--- src/iq4_pkg.sv ---
// Shared types and constants for the IQ4_NL by Q8 row dot-product block.
package iq4_pkg;

    // Dot-product lane geometry.
    localparam int LANES      = 4;
    localparam int LANE_ELEMS = 8;
    localparam int CODE_W     = 4;
    localparam int PROD_W     = 16;
    localparam int LANE_SUM_W = 19;
    localparam int DOT_W      = 21;

    // Configuration register indexes.
    typedef enum logic {
        CFG_CODEBOOK_LOW  = 1'b0,
        CFG_CODEBOOK_HIGH = 1'b1
    } t_cfg_idx;

    localparam logic [31:0] CANON_NAN = 32'h7FC0_0000;

    // Request from the control logic to the floating-point unit.
    typedef struct packed {
        logic start;
        logic last;
        logic out_busy;
    } t_fpu_cmd;

    // Status and result from the floating-point unit.
    typedef struct packed {
        logic        busy;
        logic        emit;
        logic [31:0] sum;
    } t_fpu_rsp;

endpackage

--- src/iq4_fpu.sv ---
// Floating-point unit: scale product, dot scaling and fused accumulation.
module iq4_fpu (
    input  logic                             i_clk,
    input  logic                             i_rst_n,
    input  iq4_pkg::t_fpu_cmd                i_cmd,
    input  logic [15:0]                      i_weight_scale,
    input  logic [31:0]                      i_act_scale,
    input  logic signed [iq4_pkg::DOT_W-1:0] i_dot,
    output iq4_pkg::t_fpu_rsp                o_rsp
);

    localparam int DOT_SIGN_W = iq4_pkg::DOT_W;

    typedef enum logic [8:0] {
        S_IDLE = 9'b000000001,
        S_SMUL = 9'b000000010,
        S_SLZC = 9'b000000100,
        S_SRND = 9'b000001000,
        S_TMUL = 9'b000010000,
        S_ALGN = 9'b000100000,
        S_ADD  = 9'b001000000,
        S_LZC  = 9'b010000000,
        S_RND  = 9'b100000000
    } t_state;

    t_state r_state, n_state;

    // Position of the leading one of a wide magnitude.
    function automatic logic [6:0] f_lzc(input logic [95:0] m);
        logic [6:0] p;
        p = '0;
        for (int i = 0; i < 96; i++) begin
            if (m[i]) begin
                p = 7'(i);
            end
        end
        return p;
    endfunction

    // Round s * m * 2^e to single precision, nearest even, with subnormals.
    function automatic logic [31:0] f_round(input logic s, input logic [95:0] m,
                                            input logic signed [11:0] e,
                                            input logic [6:0] p);
        logic signed [11:0] sh_a;
        logic signed [11:0] sh_b;
        logic signed [11:0] sh;
        logic signed [11:0] neg;
        logic signed [11:0] eo;
        logic signed [11:0] field;
        logic [191:0]       wide;
        logic [95:0]        kept;
        logic               rb;
        logic               st;
        logic [24:0]        r;
        logic [31:0]        res;
        sh_a = $signed({5'b0, p}) - 12'sd23;
        sh_b = -12'sd149 - e;
        sh   = (sh_a > sh_b) ? sh_a : sh_b;
        neg  = -sh;
        wide = '0;
        if (sh <= 12'sd0) begin
            kept = m << neg[4:0];
            rb   = 1'b0;
            st   = 1'b0;
        end else begin
            wide = {m, 96'b0} >> sh[6:0];
            kept = wide[191:96];
            rb   = wide[95];
            st   = |wide[94:0];
        end
        r  = kept[24:0] + 25'(rb & (st | kept[0]));
        eo = e + sh;
        if (r[24]) begin
            r  = r >> 1;
            eo = eo + 12'sd1;
        end
        field = r[23] ? (eo + 12'sd150) : 12'sd0;
        if (field >= 12'sd255) begin
            res = {s, 8'hFF, 23'b0};
        end else begin
            res = {s, field[7:0], r[22:0]};
        end
        return res;
    endfunction

    // Captured item operands.
    logic [15:0]        r_ws;
    logic [31:0]        r_xs;
    logic               r_last;
    // Shared rounding operand.
    logic [95:0]        r_m;
    logic signed [11:0] r_e;
    logic               r_s;
    logic [6:0]         r_p;
    // Scale product.
    logic               r_sc_nan;
    logic               r_sc_inf;
    logic [31:0]        r_sc_bits;
    // Term and accumulator operands.
    logic [43:0]        r_t_m;
    logic signed [11:0] r_t_e;
    logic               r_t_s;
    logic [23:0]        r_a_m;
    logic signed [11:0] r_a_e;
    logic               r_a_s;
    logic               r_a_zero;
    logic               r_fixed;
    logic [31:0]        r_fixed_bits;
    // Alignment.
    logic [43:0]        r_hi_m;
    logic [43:0]        r_lo_m;
    logic               r_hi_s;
    logic               r_lo_s;
    logic [5:0]         r_sh;
    logic [11:0]        r_rs;
    logic signed [11:0] r_ec;
    // Row accumulator.
    logic [31:0]        r_acc;

    logic [31:0]        w_round;
    logic               w_hold;

    assign w_round = f_round(r_s, r_m, r_e, r_p);
    assign w_hold  = r_last && i_cmd.out_busy;

    // Sequencer.
    always_comb begin
        n_state = r_state;
        case (r_state)
            S_IDLE: if (i_cmd.start) n_state = S_SMUL;
            S_SMUL: n_state = S_SLZC;
            S_SLZC: n_state = S_SRND;
            S_SRND: n_state = S_TMUL;
            S_TMUL: n_state = S_ALGN;
            S_ALGN: n_state = S_ADD;
            S_ADD:  n_state = S_LZC;
            S_LZC:  n_state = S_RND;
            S_RND:  if (!w_hold) n_state = S_IDLE;
            default: n_state = S_IDLE;
        endcase
    end

    always_ff @(posedge i_clk) begin
        if (!i_rst_n) begin
            r_state <= S_IDLE;
        end else begin
            r_state <= n_state;
        end
    end

    // Row accumulator: updated once per item, cleared after the last block.
    always_ff @(posedge i_clk) begin
        if (!i_rst_n) begin
            r_acc <= '0;
        end else if (r_state == S_RND && !w_hold) begin
            r_acc <= r_last ? 32'h0 : (r_fixed ? r_fixed_bits : w_round);
        end
    end

    // Datapath steps.
    always_ff @(posedge i_clk) begin
        logic               hs, xsg;
        logic [4:0]         he;
        logic [9:0]         hf;
        logic [7:0]         xe;
        logic [22:0]        xf;
        logic [10:0]        hm;
        logic [23:0]        xm;
        logic signed [11:0] hexp, xexp;
        logic               h_nan, h_inf, h_zero, x_nan, x_inf, x_zero;
        logic [7:0]         sf, af;
        logic [23:0]        ms;
        logic signed [11:0] es;
        logic               s_inf, s_zero, d_neg, d_zero, t_s;
        logic [19:0]        d_mag;
        logic [DOT_SIGN_W-1:0] d_abs;
        logic               a_nan, a_inf, a_zero;
        logic               hi_acc;
        logic signed [11:0] d;
        logic [5:0]         sh;
        logic [95:0]        hi_v, lo_v, sum;
        logic [107:0]       lo_t;
        logic               sum_s;
        hs = 1'b0; xsg = 1'b0; he = '0; hf = '0; xe = '0; xf = '0; hm = '0; xm = '0;
        hexp = '0; xexp = '0; h_nan = 1'b0; h_inf = 1'b0; h_zero = 1'b0;
        x_nan = 1'b0; x_inf = 1'b0; x_zero = 1'b0; sf = '0; af = '0; ms = '0; es = '0;
        s_inf = 1'b0; s_zero = 1'b0; d_neg = 1'b0; d_zero = 1'b0; t_s = 1'b0;
        d_mag = '0; d_abs = '0; a_nan = 1'b0; a_inf = 1'b0; a_zero = 1'b0;
        hi_acc = 1'b0; d = '0; sh = '0; hi_v = '0; lo_v = '0; sum = '0; lo_t = '0;
        sum_s = 1'b0;
        case (r_state)
            S_IDLE: begin
                if (i_cmd.start) begin
                    r_ws   <= i_weight_scale;
                    r_xs   <= i_act_scale;
                    r_last <= i_cmd.last;
                end
            end
            // Exact product of the half and single scales.
            S_SMUL: begin
                hs = r_ws[15]; he = r_ws[14:10]; hf = r_ws[9:0];
                xsg = r_xs[31]; xe = r_xs[30:23]; xf = r_xs[22:0];
                hm   = (he == 5'd0) ? {1'b0, hf} : {1'b1, hf};
                hexp = (he == 5'd0) ? -12'sd24 : ($signed({7'b0, he}) - 12'sd25);
                xm   = (xe == 8'd0) ? {1'b0, xf} : {1'b1, xf};
                xexp = (xe == 8'd0) ? -12'sd149 : ($signed({4'b0, xe}) - 12'sd150);
                h_nan  = (he == 5'h1F) && (hf != '0);
                h_inf  = (he == 5'h1F) && (hf == '0);
                h_zero = (he == 5'd0) && (hf == '0);
                x_nan  = (xe == 8'hFF) && (xf != '0);
                x_inf  = (xe == 8'hFF) && (xf == '0);
                x_zero = (xe == 8'd0) && (xf == '0);
                r_sc_nan <= h_nan | x_nan | (h_inf & x_zero) | (x_inf & h_zero);
                r_sc_inf <= h_inf | x_inf;
                r_s <= hs ^ xsg;
                r_m <= 96'(hm * xm);
                r_e <= hexp + xexp;
            end
            S_SLZC, S_LZC: begin
                r_p <= f_lzc(r_m);
            end
            // Scale rounded once to single precision.
            S_SRND: begin
                if (r_sc_nan) begin
                    r_sc_bits <= iq4_pkg::CANON_NAN;
                end else if (r_sc_inf) begin
                    r_sc_bits <= {r_s, 8'hFF, 23'b0};
                end else begin
                    r_sc_bits <= w_round;
                end
            end
            // Exact term dot * scale, accumulator decode and special cases.
            S_TMUL: begin
                sf     = r_sc_bits[30:23];
                ms     = (sf == 8'd0) ? {1'b0, r_sc_bits[22:0]} : {1'b1, r_sc_bits[22:0]};
                es     = (sf == 8'd0) ? -12'sd149 : ($signed({4'b0, sf}) - 12'sd150);
                s_inf  = (sf == 8'hFF) && !r_sc_nan;
                s_zero = (sf == 8'd0) && (r_sc_bits[22:0] == '0);
                d_neg  = i_dot[iq4_pkg::DOT_W-1];
                d_zero = (i_dot == '0);
                d_abs  = d_neg ? DOT_SIGN_W'(-i_dot) : DOT_SIGN_W'(i_dot);
                d_mag  = d_abs[19:0];
                t_s    = r_sc_bits[31] ^ d_neg;
                af     = r_acc[30:23];
                a_nan  = (af == 8'hFF) && (r_acc[22:0] != '0);
                a_inf  = (af == 8'hFF) && (r_acc[22:0] == '0);
                a_zero = (af == 8'd0) && (r_acc[22:0] == '0);
                r_t_m    <= d_mag * ms;
                r_t_e    <= es;
                r_t_s    <= t_s;
                r_a_m    <= (af == 8'd0) ? {1'b0, r_acc[22:0]} : {1'b1, r_acc[22:0]};
                r_a_e    <= (af == 8'd0) ? -12'sd149 : ($signed({4'b0, af}) - 12'sd150);
                r_a_s    <= r_acc[31];
                r_a_zero <= a_zero;
                if (r_sc_nan || a_nan || (s_inf && d_zero) ||
                    (s_inf && a_inf && (t_s != r_acc[31]))) begin
                    r_fixed      <= 1'b1;
                    r_fixed_bits <= iq4_pkg::CANON_NAN;
                end else if (s_inf) begin
                    r_fixed      <= 1'b1;
                    r_fixed_bits <= {t_s, 8'hFF, 23'b0};
                end else if (a_inf) begin
                    r_fixed      <= 1'b1;
                    r_fixed_bits <= r_acc;
                end else if (d_zero || s_zero) begin
                    r_fixed      <= 1'b1;
                    r_fixed_bits <= a_zero ? {t_s & r_acc[31], 31'b0} : r_acc;
                end else begin
                    r_fixed      <= 1'b0;
                    r_fixed_bits <= r_acc;
                end
            end
            // Larger exponent on top, left shift bounded so the smaller side keeps a sticky.
            S_ALGN: begin
                hi_acc = !r_a_zero && (r_a_e > r_t_e);
                d      = hi_acc ? (r_a_e - r_t_e) : (r_t_e - r_a_e);
                sh     = (d > 12'sd50) ? 6'd50 : d[5:0];
                r_hi_m <= hi_acc ? 44'(r_a_m) : r_t_m;
                r_lo_m <= hi_acc ? r_t_m : 44'(r_a_m);
                r_hi_s <= hi_acc ? r_a_s : r_t_s;
                r_lo_s <= hi_acc ? r_t_s : r_a_s;
                r_sh   <= sh;
                r_rs   <= 12'(d) - 12'(sh);
                r_ec   <= (hi_acc ? r_a_e : r_t_e) - $signed({6'b0, sh});
            end
            // Signed magnitude add with the shifted-out bits jammed into the LSB.
            S_ADD: begin
                hi_v = 96'(r_hi_m) << r_sh;
                lo_t = {r_lo_m, 64'b0} >> r_rs[5:0];
                if (r_rs[11:6] != '0) begin
                    lo_v = {95'b0, |r_lo_m};
                end else begin
                    lo_v = 96'(lo_t[107:64]) | {95'b0, |lo_t[63:0]};
                end
                if (r_hi_s == r_lo_s) begin
                    sum   = hi_v + lo_v;
                    sum_s = r_hi_s;
                end else if (hi_v >= lo_v) begin
                    sum   = hi_v - lo_v;
                    sum_s = r_hi_s;
                end else begin
                    sum   = lo_v - hi_v;
                    sum_s = r_lo_s;
                end
                r_m <= sum;
                r_e <= r_ec;
                r_s <= (sum == '0) ? 1'b0 : sum_s;
            end
            default: begin
            end
        endcase
    end

    assign o_rsp.busy = (r_state != S_IDLE);
    assign o_rsp.emit = (r_state == S_RND) && r_last && !i_cmd.out_busy;
    assign o_rsp.sum  = r_fixed ? r_fixed_bits : w_round;

endmodule

--- config.mk ---
export PLATFORM = sky130hd
export DESIGN_NAME = iq4_fpu
export DESIGN_NICKNAME = d
export VERILOG_FILES = /design/src/iq4_pkg.sv /design/src/iq4_fpu.sv
export SDC_FILE = /design/constraint.sdc
export NUM_CORES = 2
export LEC_CHECK = 0
export BUFFER_PORTS_ARGS = -buffer_cell sky130_fd_sc_hd__buf_4
export CAP_MARGIN = 20
export CORE_MARGIN = 2
export CORE_UTILIZATION = 40
export CTS_CLUSTER_SIZE = 30
export DETAILED_ROUTE_END_ITERATION = 16
export GPL_TIMING_DRIVEN = 0
export SYNTH_ARGS = -nofsm -noshare
export SYNTH_HDL_FRONTEND = slang
export SYNTH_SLANG_ARGS = --single-unit
export TNS_END_PERCENT = 5
--- constraint.sdc ---
create_clock -name i_clk -period 17.32 [get_ports i_clk]
set_input_delay 2.598 -clock i_clk [delete_from_list [all_inputs] [get_ports i_clk]]
set_output_delay 2.598 -clock i_clk [all_outputs]
set_load 0.03 [all_outputs]
# Word level (Yosys, flattened, before mapping)
# Index checks and enable logic that the tools add are counted.
word_totals:
  reg_bits: 488
  latchBits: 0
  ramBits: 0
  mem_bits_ro: 0
  input_bits: 74
  out_inout_bits: 34
  elab_cells: 293
  mem_count: 0
op_classes:
  addsub: 20
  mul: 2
  div: 0
  n_lt_le_gt_ge: 6
  n_eq_ne: 18
  shifts: 4
  muxes: 138
  bitwise_logic: 12
  reduce_logical: 56
op_table:
  columns: ["op", "count"]
  rows:
  - ["7-bit 2-to-1 mux", 62]
  - ["96-bit 2-to-1 mux", 4]
  - ["32-bit 2-to-1 mux", 6]
  - ["96-bit case mux with 2 select lines", 1]
  - ["192-bit by 7-bit >> shifter with 121-bit output", 1]
  - ["96-bit subtractor", 2]
  - ["24-bit 2-to-1 mux", 6]
  - ["108-bit by 6-bit >> shifter with 108-bit output", 1]
  - ["96-bit adder", 1]
  - ["96-bit greater-or-equal comparator", 1]
  - ["96-bit logical NOT", 1]
  - ["44-bit by 6-bit << shifter with 96-bit output", 1]
  - ["96-bit by 5-bit << shifter with 25-bit output", 1]
  - ["95-bit OR reduction", 1]
  - ["12-bit 2-to-1 mux", 7]
  - ["9-bit case mux with 9 select lines", 1]
  - ["5-bit 2-to-1 mux", 16]
  - ["23-bit logical NOT", 3]
  - ["64-bit OR reduction", 1]
  - ["23-bit nonzero test", 2]
  - ["20-bit by 24-bit multiplier with 44-bit output", 1]
  - ["44-bit 2-to-1 mux", 1]
  - ["44-bit by 1-bit OR with 44-bit output", 1]
  - ["44-bit OR reduction", 1]
  - ["67 further kinds", 133]

# Depth between registers and ports, before layout
depth:
  ltp_word: 94
  ltp_mapped: 49

# Least setup slack after synthesis
# No wires, ideal clock.
synth_timing:
  kind: "register to output"
  startpoint: "register r_p[0]"
  endpoint: "output o_rsp[27] (netlist name)"
  arrival_time_ps: 10537
  setup_slack_ps: 4185
  path_stages_with_launch: 43
  n_path_buf: 10
  path_cell_list: "edfxtp_1 -> and3_1 -> o21ai_0 -> nor3b_1 -> ha_1 -> and3_1 -> and3_4 -> a211oi_2 -> buf_6 -> a31oi_2 -> and2_4 -> inv_2 -> buf_2 -> buf_2 -> buf_2 -> buf_2 -> buf_2 -> buf_1 -> [... 7 more ...] -> a22o_1 -> o21ai_1 -> o211ai_1 -> nor4_4 -> nand4_2 -> nor3_2 -> xnor2_1 -> buf_2 -> buf_1 -> o21ai_0 -> ha_1 -> or4b_1 -> nand4_1 -> a21oi_1 -> a211o_1 -> mux2i_1 -> nand2_2 -> a21boi_0"
synth_lines:
  columns: ["element", "line", "text"]
  rows:
  - ["start: declaration", "iq4_fpu.sv:94", "logic [6:0] r_p;"]
  - ["start signal: assignment", "iq4_fpu.sv:220", "r_p <= f_lzc(r_m);"]
  - ["end: declaration", "iq4_fpu.sv:9", "output iq4_pkg::t_fpu_rsp o_rsp"]

==> metrics.yaml <==
run_status:
  status: "complete, no violations"
finish:
  area_of_the_multi_input_gates_mm2: 0.0547
  area_growth_pct: 9.12
  share_of_final_layout_standard_cells_stronger_than_drive_strength_1: 0.0860
  nets: 10200
  num-fill-cells: 18600
  regArea_mm2: 0.0141
clock_tree:
  clk_latency_ns: 0.74
  cts_made_buffers: 57
  cts_tree: "yes"
  clk_path_buf_depth: 3
  cts.sinks: 482
  cts_root_buffer: "clkbuf_16"
  number_of_levels_in_the_clock_h_tree: 2
  clk_pin_slew_ns: 0.07
global_route:
  grt_util_met1: 0.525
  grt_antenna_before_repair: 31
  grt_pass1_wl_um: 530000
  groute.layer.met2.usage: 0.569
  global_route_congestion_overflow_total: 0
  track_usage: 0.392
  grt.busiest_layer: "met2"
  grt_start_max_net_pins: 56
  via_count_of_the_first_global_routing_pass: 70300
  globalRouteMet3Util: 0.105
timing:
  fin_worst_skew_ns: 0.0832
  finalSetupViolCount: 0
  timing.final.crit_period_ns: 17.08
  hold_viol: 0
  max_slew_margin: 0.125
  grt_setup_unrepaired: "false"
  setup_slack_ns: 0.244
  timing_worst_slew_pin_value_ns: 1.30
  slew_violations: 0
  worst_hold_slack_ns: 0.504
  post_route_fraction_of_the_period_consumed_by_the_critical_path: 0.986
  finalSetupTns_ns: 0
  max_clock_freq_mhz: 58.6
placed_design:
  gpl.final_weighted_congestion: 1.11
  setup_slack_placement_ns: -0.0160
  hpwl_detailed_um: 315000
  portBuffers: 107
synth:
  portion_of_netlist_area_occupied_by_mux_cells: 0.0775
  synth_ff_type: "edfxtp_1"
  synth.avg_cell_area_um2: 8.37
  post_synth_cell_types: 141
  synth_enable_flop_cells: 441
  syn-num-nets: 9960
  synth_commonest_cells: "nand2_1, inv_1, nor2_1"
  synth_compound_area_frac: 0.176
  synth_top_area_cell: "edfxtp_1"
  synth_top_family_by_area: "adder cells"
  syn_inst: 8859
  post_synth_fa_ha_maj_area_fraction: 0.234
  synth-warning-count: 0
  ys_seq_elements: 482
  ys_seq_area_frac: 0.190
  ys_async_sr_fraction: 0
  synth_simple_gate_area_frac: 0.216
  synth_top_cell_area_share: 0.179
  post_synth_xor_area_fraction: 0.0327
  post_synth_instance_area_mm2: 0.0741
  synth_area_leaders: "edfxtp_1, fa_1, ha_1"
  yosysMostFrequentCell: "nand2_1"
setup_path:
  cp_data_required_time_ns: 14.72
  critPathKind: "reg -> out"
  critical_path.slowest_cell: "edfxtp_1"
  cp-start-kind: "flip-flop"
  critical_path.max_stage_delay_ns: 0.57
  crit_start: "r_e[2]$_DFFE_PP_"
  cp_max_fo: 11
  timing.critical_path.buf_inv: 13
  critical_path.endpoint_type: "output port"
  cpLargestDelayFamily: "buffers and inverters"
  timing.critical_path.mode_cell: "buf_2"
  crit-reg2reg-launch: "r_e[2]$_DFFE_PP_"
  worst-endpoint-arrival_ns: 14.48
route:
  dr_total_vias: 74300
  drt_iter0_drc: 10800
  antenna_violating_nets_post_route: 0
  drt_pass_1_iters: 8
  drt_drc_violations_left: 0
  postRouteWirelength_um: 378000
  via_to_cell_ratio: 6.38
  wl_per_cell_um: 32.5
pwr:
  ir_worst_vdd_uv: 370
  power_leakage_nw: 33.6
  power.density_cell_area_mw_per_mm2: 162
hold_path:
  min-delay-start: "r_acc[6]$_SDFFE_PN0P_"
  hold_class: "reg -> reg"
die:
  effective_utilization_at_floorplan: 0.401
  die_h_um: 435
  standard_cell_rows: 158
  total_core_area_mm2: 0.185
  die_x_um: 435
  dieArea_mm2: 0.189
  floorplan.io_pins: 108
run:
  maxCapViolCount: 0
-- stage by stage --
stage	cells	utilization	power [W]	area (um^2)
2_1_floorplan	8859	-	0.00866	74100
3_3_place_gp	11400	0.422	0.0114	78100
3_5_place_dp	11500	0.425	0.0115	78600
4_1_cts	11600	0.436	0.0130	80700
5_1_grt	11600	0.438	0.0142	80900
6_report	11600	0.438	0.0131	80900
-- cells by family (layout without fill, tap and decap cells) --
kind of cell	count (synthesis)	in the layout
XOR/XNOR	274	274
buffers and inverters	1387	1667
adder cells (fa/ha/maj)	1027	1027
other	1	18
flip-flops	482	482
AO/OA/AOI/OAI	1921	1921
AND/OR/NAND/NOR	3322	3322
multiplexers	445	445
-- what timing repair did --
action	in CTS	in global routing
pin swaps	1	1
hold buffers	0	0
resized for setup	4	10
setup endpoints to repair	31	31
buffers inserted	5	0
-- flip-flops by register name (all words and copies together), names as in the netlist, 6 cells and up --
signal and cells:
r_e 12, r_a_m 24, r_sc_bits 32, r_state 9, r_ws 16, r_acc 32, r_m 96, r_a_e 9
r_t_m 44, r_p 7, r_ec 12, r_rs 12, r_sh 6, r_fixed_bits 32, r_lo_m 44, r_xs 32
r_hi_m 44, r_t_e 9
-- worst register-to-register path, delay by kind of cell, from the launching register on --
family,cells,cell delay (ns)
AND/OR/NAND/NOR,16,3.87
AO/OA/AOI/OAI,10,2.88
XOR/XNOR,4,0.89
buffers and inverters,12,3.89
adder cells (fa/ha/maj),4,1.41
flip-flops,1,0.57
-- metal layers --
layer  wire, um  share of wire
met5        563         0.0015
met4      25300          0.067
met3      41500           0.11
met2     157000           0.41
met1     154000           0.41
-- where the power goes --
part	internal [W]	total [W]	switching (W)
clock network	0.000748	0.00130	0.000552
registers	0.00177	0.00184	0.0000654
logic	0.00405	0.00998	0.00593
-- final timing paths --
check | to | slack [ns] | depth (start not counted)
worst min-delay path | r_a_m[6]$_DFFE_PP_ | 0.50 | 0
worst min register to register | r_a_m[6]$_DFFE_PP_ | 0.50 | 0
worst max-delay path | o_rsp[11] | 0.24 | 47
worst max register to register | r_sc_bits[17]$_SDFFCE_PP0P_ | 3.45 | 46
-- placed cells by master (no fill, tap or decap), types with 57 or more instances in the layout --
master	n
nand2_1	1237
inv_1	851
nor2_1	615
fa_1	597
a21oi_1	453
edfxtp_1	441
ha_1	430
clkbuf_1	375
o21ai_0	357
and2_1	306
nand3_1	257
mux2i_1	221
xnor2_1	187
nor3_1	180
buf_4	162
nor2b_1	137
mux2_2	122
nand2b_1	99
nor4_1	89
mux4_2	87
nand4_1	87
o22ai_1	86
a21o_1	83
a31oi_1	83
xor2_1	81
and3_1	76
buf_2	75
a211oi_1	75
o211ai_1	72
o31ai_1	64
o21bai_1	63
clkbuf_16	57
-- layout make-up --
class | count | area share
inverter | 862 | 0.0401
multi-input combinational | 6990 | 0.676
sequential | 482 | 0.174
tap | 2480 | 0.0383
clock inverter | 39 | 0.00653
buffer | 523 | 0.0286
timing repair buffer | 176 | 0.0184
antenna | 17 | 0.000526
clock buffer | 67 | 0.0181
(Power assumes the default switching activity.)
